[src/tcp_transmit_control_unit_macros.svh]
// ---------------------------------------------------------------------------
// tcp_transmit_control_unit_macros
// assertion helpers for the rtl of the transmit control unit
// ---------------------------------------------------------------------------
`ifndef TCP_TRANSMIT_CONTROL_UNIT_MACROS_SVH
`define TCP_TRANSMIT_CONTROL_UNIT_MACROS_SVH

// same-cycle implication, clocked on aclk, off during reset
`define TCU_ASSERT_IMP(lbl, ante, cons, msg) \
    lbl: assert property (@(posedge aclk) disable iff (!aresetn) (ante) |-> (cons)) \
        else $error(msg);

// next-cycle implication
`define TCU_ASSERT_NXT(lbl, ante, cons, msg) \
    lbl: assert property (@(posedge aclk) disable iff (!aresetn) (ante) |=> (cons)) \
        else $error(msg);

`endif

[src/tcu_pkg.sv]
// ---------------------------------------------------------------------------
// tcu_pkg
// types and constants of the tcp transmit control unit
// ---------------------------------------------------------------------------
package tcu_pkg;

    localparam int RESULT_LIMIT = 32;
    localparam int RES_AW       = 5;
    localparam int RES_NW       = 6;

    localparam logic [10:0] PAYLOAD_CEIL = 11'd1452;

    localparam logic [2:0] ACT_WRITE = 3'd0;
    localparam logic [2:0] ACT_END   = 3'd1;
    localparam logic [2:0] ACT_ACK   = 3'd2;
    localparam logic [2:0] ACT_TICK  = 3'd3;
    localparam logic [2:0] ACT_EMPTY = 3'd4;

    localparam logic [1:0] CFG_RTO  = 2'd0;
    localparam logic [1:0] CFG_ISEQ = 2'd1;
    localparam logic [1:0] CFG_MAXP = 2'd2;
    localparam logic [1:0] CFG_CAP  = 2'd3;

    // one outstanding segment in the retransmission queue
    typedef struct packed {
        logic [47:0] start;
        logic [10:0] len;
        logic        syn;
        logic        fin;
    } qent_t;

    // one segment descriptor waiting to go out
    typedef struct packed {
        logic [31:0] seqno;
        logic        syn;
        logic        fin;
        logic [47:0] offset;
        logic [10:0] len;
        logic        rexmit;
    } res_t;

    // write side of the result buffer
    typedef struct packed {
        logic              we;
        logic [RES_AW-1:0] waddr;
        res_t              wdata;
    } res_wr_t;

    typedef enum logic [6:0] {
        S_IDLE    = 7'b0000001,
        S_ACKCHK  = 7'b0000010,
        S_ACKCMP  = 7'b0000100,
        S_POPCHK  = 7'b0001000,
        S_FILL    = 7'b0010000,
        S_TICKCHK = 7'b0100000,
        S_EMIT    = 7'b1000000
    } state_t;

endpackage

[src/tcu_result_buf.sv]
// ---------------------------------------------------------------------------
// tcu_result_buf
// holds the segment descriptors of one item until they are sent out
// ---------------------------------------------------------------------------
module tcu_result_buf (
    input  logic                       aclk,
    input  tcu_pkg::res_wr_t           wr,
    input  logic [tcu_pkg::RES_AW-1:0] raddr,
    output tcu_pkg::res_t              rdata
);

    tcu_pkg::res_t mem [tcu_pkg::RESULT_LIMIT];

    always_ff @(posedge aclk) begin
        if (wr.we) begin
            mem[wr.waddr] <= wr.wdata;
        end
    end

    // forward a write to the entry being read
    always_ff @(posedge aclk) begin
        if (wr.we && (wr.waddr == raddr)) begin
            rdata <= wr.wdata;
        end else begin
            rdata <= mem[raddr];
        end
    end

endmodule

[config.mk]
export PLATFORM = sky130hd
export DESIGN_NAME = tcu_result_buf
export DESIGN_NICKNAME = d
export VERILOG_FILES = /design/src/tcp_transmit_control_unit_macros.svh /design/src/tcu_pkg.sv /design/src/tcu_result_buf.sv
export SDC_FILE = /design/constraint.sdc
export NUM_CORES = 2
export LEC_CHECK = 0
export BUFFER_PORTS_ARGS = -buffer_cell sky130_fd_sc_hd__buf_2
export CORE_ASPECT_RATIO = 0.9
export CORE_UTILIZATION = 62
export CTS_BUF_LIST = sky130_fd_sc_hd__clkbuf_16
export CTS_CLUSTER_SIZE = 24
export DETAILED_ROUTE_END_ITERATION = 8
export HOLD_SLACK_MARGIN = 0.12
export PLACE_DENSITY_LB_ADDON = 0.08
export REMOVE_ABC_BUFFERS = 1
export SLEW_MARGIN = 20
export SYNTH_ARGS = -nofsm -noshare
export SYNTH_HDL_FRONTEND = slang
export SYNTH_SLANG_ARGS = --single-unit
[constraint.sdc]
create_clock -name aclk -period 13.6 [get_ports aclk]
set_input_delay 1.36 -clock aclk [delete_from_list [all_inputs] [get_ports aclk]]
set_output_delay 1.36 -clock aclk [all_outputs]
set_load 0.005 [all_outputs]
==> key figures <==
Status
  – Status: complete, no violations

Cells and area
  – Max reg flops: 3008
  – Nets@finish: roughly 6000
  – Top reg by flops: mem
  – Fillcell total: ~11000
  – Most frequent cells in the layout: 3008 x edfxtp_1, 751 x mux2i_1, 490 x a22oi_1, 377 x mux4_2, 311 x clkbuf_16
  – Post-route design area: between 0.1 and 0.15 mm²
  – Layout cell share with drive strength beyond 1: 0.191
  – Largest registers: mem x3008
  – Layout area overhead: 11.5%
  – Leading cell type in the layout, fill and taps excluded: edfxtp_1

Min path
  – Min-Delay Path Class: in -> reg

Floorplan
  – Die H: 410 µm
  – CORE AREA: about 0.18 mm²
  – Ports: 200
  – Die X: 455 µm
  – Core Rows: around 150
  – Die ar.: about 0.19 mm²
  – Initial core utilization: 0.624

Power and ir drop
  – Leak Pwr: 42.0 nW
  – Overall power: 19.1 mW
  – Power Density: 150 mW/mm²
  – Maximum vdd drop: 133 µV

Drt
  – Avg WL per Cell: 34.7 µm
  – Via count: roughly 57000
  – Total wire length: about 290000 µm
  – Vias per cell: a little under 7
  – Routed Antenna Nets: 0
  – Initial drt markers: about 8100
  – Remaining DRCs: 0
  – TritonRoute pass-1 iters: 6

Global routing
  – GRT overflow: 0
  – First-pass GRT wire length: 411000 µm
  – Total GRT Usage: 0.315
  – Initial antenna violation count: 34
  – Vias in the first global route: 56400
  – Largest net degree at the start of global routing: 121

Clock tree
  – Clock Root Buffer: clkbuf_16
  – CTS clk-pin slew, worst paths: 0.06 ns
  – H-tree levels: 5
  – Total CTS buffers: approximately 300
  – Post-CTS Setup Inserts: 0
  – Hold_buf cts: 0
  – Post-CTS sizing: 0
  – Clock sink count: between 3000 and 4000
  – Deepest clock path buffer count: 4
  – CTS tree: yes

Worst setup path
  – CP Class: reg -> out
  – Top Family by Delay on Critical Path: buffers and inverters
  – CP Buf/Inv Count: 4
  – CP Max Fanout: a little under 100
  – CP Launch Type: register
  – Worst path required time: 12.24 ns
  – Worst setup EP type: output pin
  – Data arrival time of the worst path: roughly 5.5 ns
  – Critical-path top delay cell: buf_4
  – CP max stage delay: about 0.85 ns
  – CP cell instances: buf_12 > buf_6 > buf_4 > mux4_2 > a22o_1 > a31oi_1 > nand3_1 > buf_2

Timing
  – Final worst slack: ~6.7 ns
  – Max frequency: approximately 150 MHz
  – Max Transition Viols Final: 0
  – Post-layout minimum cycle time: ~6.9 ns
  – RSZ-0062 raised after global routing: no
  – Setup violators final: 0
  – Final hold vios: 0
  – Setup tns final: 0 ns
  – Period utilization: 0.505
  – Relative slew margins: 0.196
  – Slew @ Worst Pin: 1.21 ns

Yosys
  – Synth async-reset ratio: 0
  – Syn Area/Cell: roughly 21 µm²
  – Synth Cell Area: approximately 0.11 mm²
  – Synth top area share: 0.789
  – Synth Instances: about 5400
  – Predominant post-synthesis flop cell: edfxtp_1
  – FF+latch count, synth: around 3000
  – Number of synthesized flops with an enable pin: 3008
  – Ranking of synthesized cells by area: edfxtp_1 79%, mux4_2 7.4%, mux2i_1 6.6%, a22oi_1 3.2%, nand3_1 0.80%
  – Synth warnings: 0
  – Synth cell types: 34
  – Largest area contributor in the netlist: edfxtp_1
  – Post-synthesis sequential area ratio: 0.790

Placement
  – GP Congestion: 0.759
  – Pre-CTS setup slack: around 7.3 ns
  – Post-DP HPWL: about 140000 µm
  – IO buf count: just under 200
  – Area of placed instances: about 0.12 mm²

Job
  – Number of max-cap violations: 0
## cells in the mapped netlist (11+ instances only)
cell      count
a21oi_1      16
a22o_1       54
a22oi_1     490
a31oi_1      54
and2_1       11
buf_1        19
buf_2       130
buf_4        29
buf_6        20
clkbuf_1    119
edfxtp_1   3008
mux2i_1     751
mux4_2      377
nand2_1      20
nand3_1     182
nand4_1      45
nor2_1       41
nor2b_1      16
## final cells by class
cell class | count | area [µm²] | area share
clock inverter | 207 | 1410 | 0.0110
tap | 2416 | 3020 | 0.0237
clock buffer | 311 | 7780 | 0.0610
timing repair buffer | 321 | 2170 | 0.0170
antenna | 14 | 35.0 | 0.000275
multi-input combinational | 2086 | 22700 | 0.178
sequential | 3013 | 90400 | 0.709
## through the flow
step / util / hold WS, ns / cells
2_1_floorplan: - / 1.39 / 5099
3_3_place_gp: 0.645 / 1.46 / 7833
3_5_place_dp: 0.646 / 1.47 / 7835
4_1_cts: 0.696 / 0.492 / 8353
5_1_grt: 0.696 / 0.511 / 8365
6_report: 0.696 / 0.540 / 8368
## final timing paths
| path | startpoint | end | slack (ns) | cells past startpoint |
|---|---|---|---|---|
| setup / recovery | register | rdata[4] | 6.74 | 8 |
| hold / removal | raddr[1] | register | 0.54 | 1 |
## power by group
group	switching (mW)	internal [mW]	total (mW)
registers	0.0319	10.3	10.4
clock network	3.33	4.51	7.84
logic	0.587	0.308	0.895
## metal layers
metal,track usage,vias to the layer above,wire length [µm]
li1,-,23400,-
met3,0.0477,522,26200
met1,0.459,30300,114000
met2,0.500,3078,141000
met4,0.0985,18,8820
met5,0,-,102
## cells by family after synthesis
group           count (synthesis)  synth area share
compound gates                619            0.0403
mux                          1128             0.140
flops                        3013             0.790
simple gates                  339            0.0154
buf+inv                       317            0.0141
(Power assumes the default switching activity.)
