**config.mk**
```make
export PLATFORM = sky130hd
export DESIGN_NAME = tcu_queue_mem
export DESIGN_NICKNAME = d
export VERILOG_FILES = /design/src/tcp_transmit_control_unit_macros.svh /design/src/tcu_pkg.sv /design/src/tcu_queue_mem.sv
export SDC_FILE = /design/constraint.sdc
export NUM_CORES = 2
export LEC_CHECK = 0
export ABC_CLOCK_PERIOD_IN_PS = 3620
export BUFFER_PORTS_ARGS = -buffer_cell sky130_fd_sc_hd__buf_2
export CAP_MARGIN = 20
export CORE_ASPECT_RATIO = 0.9
export CORE_MARGIN = 8
export CORE_UTILIZATION = 50
export DETAILED_ROUTE_END_ITERATION = 12
export MAX_ROUTING_LAYER = met4
export PLACE_DENSITY = 0.66
export SLEW_MARGIN = 20
export SYNTH_ARGS = -nofsm -noshare
export SYNTH_HDL_FRONTEND = slang
export SYNTH_SLANG_ARGS = --single-unit
```
**constraint.sdc**
```tcl
create_clock -name aclk -period 3.62 [get_ports aclk]
set_input_delay 0.181 -clock aclk [delete_from_list [all_inputs] [get_ports aclk]]
set_output_delay 0.181 -clock aclk [all_outputs]
set_load 0.05 [all_outputs]
```
**src/tcp_transmit_control_unit_macros.svh**
```systemverilog
// ---------------------------------------------------------------------------
// tcp_transmit_control_unit_macros
// assertion helpers for the rtl of the transmit control unit
// ---------------------------------------------------------------------------
`ifndef TCP_TRANSMIT_CONTROL_UNIT_MACROS_SVH
`define TCP_TRANSMIT_CONTROL_UNIT_MACROS_SVH

// same-cycle implication, clocked on aclk, off during reset
`define TCU_ASSERT_IMP(lbl, ante, cons, msg) \
    lbl: assert property (@(posedge aclk) disable iff (!aresetn) (ante) |-> (cons)) \
        else $error(msg);

// next-cycle implication
`define TCU_ASSERT_NXT(lbl, ante, cons, msg) \
    lbl: assert property (@(posedge aclk) disable iff (!aresetn) (ante) |=> (cons)) \
        else $error(msg);

`endif

```
**src/tcu_pkg.sv**
```systemverilog
// ---------------------------------------------------------------------------
// tcu_pkg
// types and constants of the tcp transmit control unit
// ---------------------------------------------------------------------------
package tcu_pkg;

    localparam int RESULT_LIMIT = 32;
    localparam int RES_AW       = 5;
    localparam int RES_NW       = 6;

    localparam logic [10:0] PAYLOAD_CEIL = 11'd1452;

    localparam logic [2:0] ACT_WRITE = 3'd0;
    localparam logic [2:0] ACT_END   = 3'd1;
    localparam logic [2:0] ACT_ACK   = 3'd2;
    localparam logic [2:0] ACT_TICK  = 3'd3;
    localparam logic [2:0] ACT_EMPTY = 3'd4;

    localparam logic [1:0] CFG_RTO  = 2'd0;
    localparam logic [1:0] CFG_ISEQ = 2'd1;
    localparam logic [1:0] CFG_MAXP = 2'd2;
    localparam logic [1:0] CFG_CAP  = 2'd3;

    // one outstanding segment in the retransmission queue
    typedef struct packed {
        logic [47:0] start;
        logic [10:0] len;
        logic        syn;
        logic        fin;
    } qent_t;

    // one segment descriptor waiting to go out
    typedef struct packed {
        logic [31:0] seqno;
        logic        syn;
        logic        fin;
        logic [47:0] offset;
        logic [10:0] len;
        logic        rexmit;
    } res_t;

    // write side of the result buffer
    typedef struct packed {
        logic              we;
        logic [RES_AW-1:0] waddr;
        res_t              wdata;
    } res_wr_t;

    typedef enum logic [6:0] {
        S_IDLE    = 7'b0000001,
        S_ACKCHK  = 7'b0000010,
        S_ACKCMP  = 7'b0000100,
        S_POPCHK  = 7'b0001000,
        S_FILL    = 7'b0010000,
        S_TICKCHK = 7'b0100000,
        S_EMIT    = 7'b1000000
    } state_t;

endpackage

```
**src/tcu_queue_mem.sv**
```systemverilog
// ---------------------------------------------------------------------------
// tcu_queue_mem
// outstanding segment store, one write and one registered read port
// ---------------------------------------------------------------------------
module tcu_queue_mem #(
    parameter int DEPTH = 32,
    parameter int AW    = 5
) (
    input  logic            aclk,
    input  logic            we,
    input  logic [AW-1:0]   waddr,
    input  tcu_pkg::qent_t  wdata,
    input  logic [AW-1:0]   raddr,
    output tcu_pkg::qent_t  rdata
);

    tcu_pkg::qent_t mem [DEPTH];

    always_ff @(posedge aclk) begin
        if (we) begin
            mem[waddr] <= wdata;
        end
    end

    // read returns old data on a same-address write; control never uses it then
    always_ff @(posedge aclk) begin
        rdata <= mem[raddr];
    end

endmodule

```
==> results_dict.tcl <==
set metrics [dict create \
    placed_area_um2 80800 \
    drive_gt1_share_pct 12.4 \
    final_cell_mix "1952 x edfxtp_1, 976 x mux2i_1, 200 x clkbuf_16, 185 x nand3_1, 184 x nand2_1" \
    period_needed_ps 2390 \
    vias 39700 \
    cts_tree "built" \
    post-place-ws_ps 1010 \
    max-slew-margin-rel_pct 29.1 \
    cts_root_buf "clkbuf_16" \
    crit_type "primary input to flip-flop" \
    synth-seq-cells 2013 \
    final_cell_count_no_fill 6729 \
    synth_warnings 0 \
    syn_to_final_growth_pct 13.6 \
    coreArea_um2 154000 \
    r2r_setup_slack_ps 2150 \
    clkSinkCount 2013 \
    viasPerCell 5.90 \
    rsz0062_at_grt "no" \
    htreeDepth 4 \
    cp-end-kind "flip-flop" \
    ant_nets 0 \
    drt-total-wl_mm 183 \
    synth_area_leader_cell "edfxtp_1" \
    status "completed" \
    cap_viol_max_count 0 \
    timing.final.crit_share_pct 66.1 \
    worstReg2RegEnd "rdata[33]" \
    ys_types 27 \
    power_density_nw_per_um2 554 \
    pwr-share-seq_pct 53.6 \
    clkPwrFrac_pct 40.8 \
    reg2reg_depth 5 \
    cp.required_ps 4260 \
    gr-total-overflow 0 \
    final_util_pct 56.9 \
    comb_power_share_pct 5.6 \
    fillers 11500 \
    synthesis.area_um2 77200 \
    cts_resized 0 \
    setup_violations 0 \
    final_common_cell "edfxtp_1" \
    drc 0 \
    grt_use_met1_pct 29.0 \
    avgSynthCellArea_um2 18.1 \
    whs_ps 80.2 \
    grtUsageMet3_pct 2.95 \
    yosysTopAreaCellShare_pct 75.9 \
    regArea_um2 59800 \
    use_met2_pct 36.0 \
    grt_usage_pct 22.0 \
    synth_area_leaders "edfxtp_1 76%, mux2i_1 13%, a22oi_1 1.8%, dfxtp_1 1.6%, a22o_1 1.4%" \
    multi_input_area_um2 16000 \
    vdd_drop_max_mv 0.537 \
    fin_area_um2 87700 \
    antenna_found_initial 10 \
    swShare_pct 21.2 \
    fp.dieArea_um2 167000 \
    wl_per_cell_um 27.2 \
    dpl.hpwl_mm 92.2 \
    internal_power_uw 38300 \
    slew_violations 0 \
    worstSetupStartpoint "raddr[2]" \
    synthCells 4262 \
    clk_pin_slew_ps 60 \
    die_width_um 430 \
    drtIter0Drc 3654 \
    leakagePower_uw 0.0306 \
    switchingPower_uw 10300 \
    synth_nets 4335 \
    gp_congestion 0.759 \
    final_nets 4616 \
    setup_ws_ps 1230 \
    cp_max_fo 30 \
    chipHeight_um 389 \
    grt_pass1_wl_mm 267 \
    grt_pass1_vias 39600 \
    grt_most_used_layer "met2" \
    hold_class "primary input to flip-flop" \
    yosysSeqAreaShare_pct 77.5 \
    cts_buffer_depth 3 \
    dr.pass1.iters 5 \
    grt_max_degree 93 \
    endpoint "rdata[33]" \
    rows 137 \
    start_util_pct 50.1 \
    dp.cells 6301 \
    cts_made_buffers 192 \
    io_pins 134 \
    max_clock_freq_mhz 418 \
    hold_viol 0 \
    skew_ps 21.3 \
    worst_pin_slew_ps 1060 \
    clkLatencyLatePin_ps 800 \
    critPathArrivalTime_ps 3040 \
    io_buffers 133 \
    startpoint_type "primary input" \
    reg2reg_from "mem[7][33]" \
]
## how the worst min path moves through the flow
stage / startpoint / endpoint / cells past startpoint
final: raddr[0] / rdata[42] / 5
after global routing: raddr[0] / rdata[42] / 5
after CTS: raddr[0] / rdata[42] / 5
after detailed placement: mem[16][32] / rdata[32] / 4
after global placement: mem[16][52] / rdata[52] / 4
after floorplan: wdata[0] / mem[0][0] / 0
## registers in the layout, summed over array words and instances, names as in the netlist
signal	cells
mem	1952
rdata	61
## metal layers
layer / up-vias / routed length, um
li1: 17500 / -
met1: 20700 / 77700
met5: - / 0
met2: 1189 / 90900
met4: 0 / 5090
met3: 309 / 9180
## metrics by stage
| step | total power, uW | setup TNS, ps |
|---|---|---|
| finish | 48600 | 0 |
| global route | 50000 | 0 |
| CTS | 48900 | 0 |
| detailed placement | 29200 | 0 |
| global placement | 29200 | 0 |
| floorplan | 28200 | -142610 |
## power by group through the flow
| stage | combinational (uW) | sequential, uW | clock [uW] |
|---|---|---|---|
| after floorplan | 1360 | 26800 | 0 |
| after global placement | 2650 | 26500 | 0 |
| after detailed placement | 2680 | 26600 | 0 |
| after CTS | 2750 | 26100 | 20100 |
| after global routing | 2910 | 26100 | 21000 |
| final | 2730 | 26100 | 19800 |
## layout make-up
class                   count  area share [%]
diodes                      8          0.0228
clock buffers             295            6.45
flip-flops and latches   2013            68.2
multi-input cells        2005            18.2
well taps                2015            2.87
clock inverters            62           0.686
repair buffers            331            3.56
## synthesized netlist by cell type (all sizes together)
cell type  instances
edfxtp          1952
mux2i            976
nand2            185
nand3            185
a21oi            183
a22oi            183
buf              169
a22o             122
clkbuf            75
a31oi             61
dfxtp             61
nor3              61
nor2              34
nand3b             5
or3b               3
nand2b             2
nor2b              2
and2               1
or2                1
or3                1
## worst max-delay path, cell delays in order
cell and delay (ps):
dlygate4sd3_1 540, buf_2 190, nor2b_4 610, buf_12 310, buf_4 380, a22o_1 180, nor3_1 40, a31oi_1 410
nand3_1 160
## cell families after synthesis
group                  synth area share [%]
and+or+nand+nor                        2.80
buffers and inverters                  2.20
muxes                                  12.7
DFF                                    77.5
AOI/OAI and AO/OA                      4.84
## repair_timing
action	CTS	global route
hold buffers	63	0
endpoints found under the hold margin	1953	0
buffers inserted	0	0
Note: power is estimated with default switching activity, not from simulation.
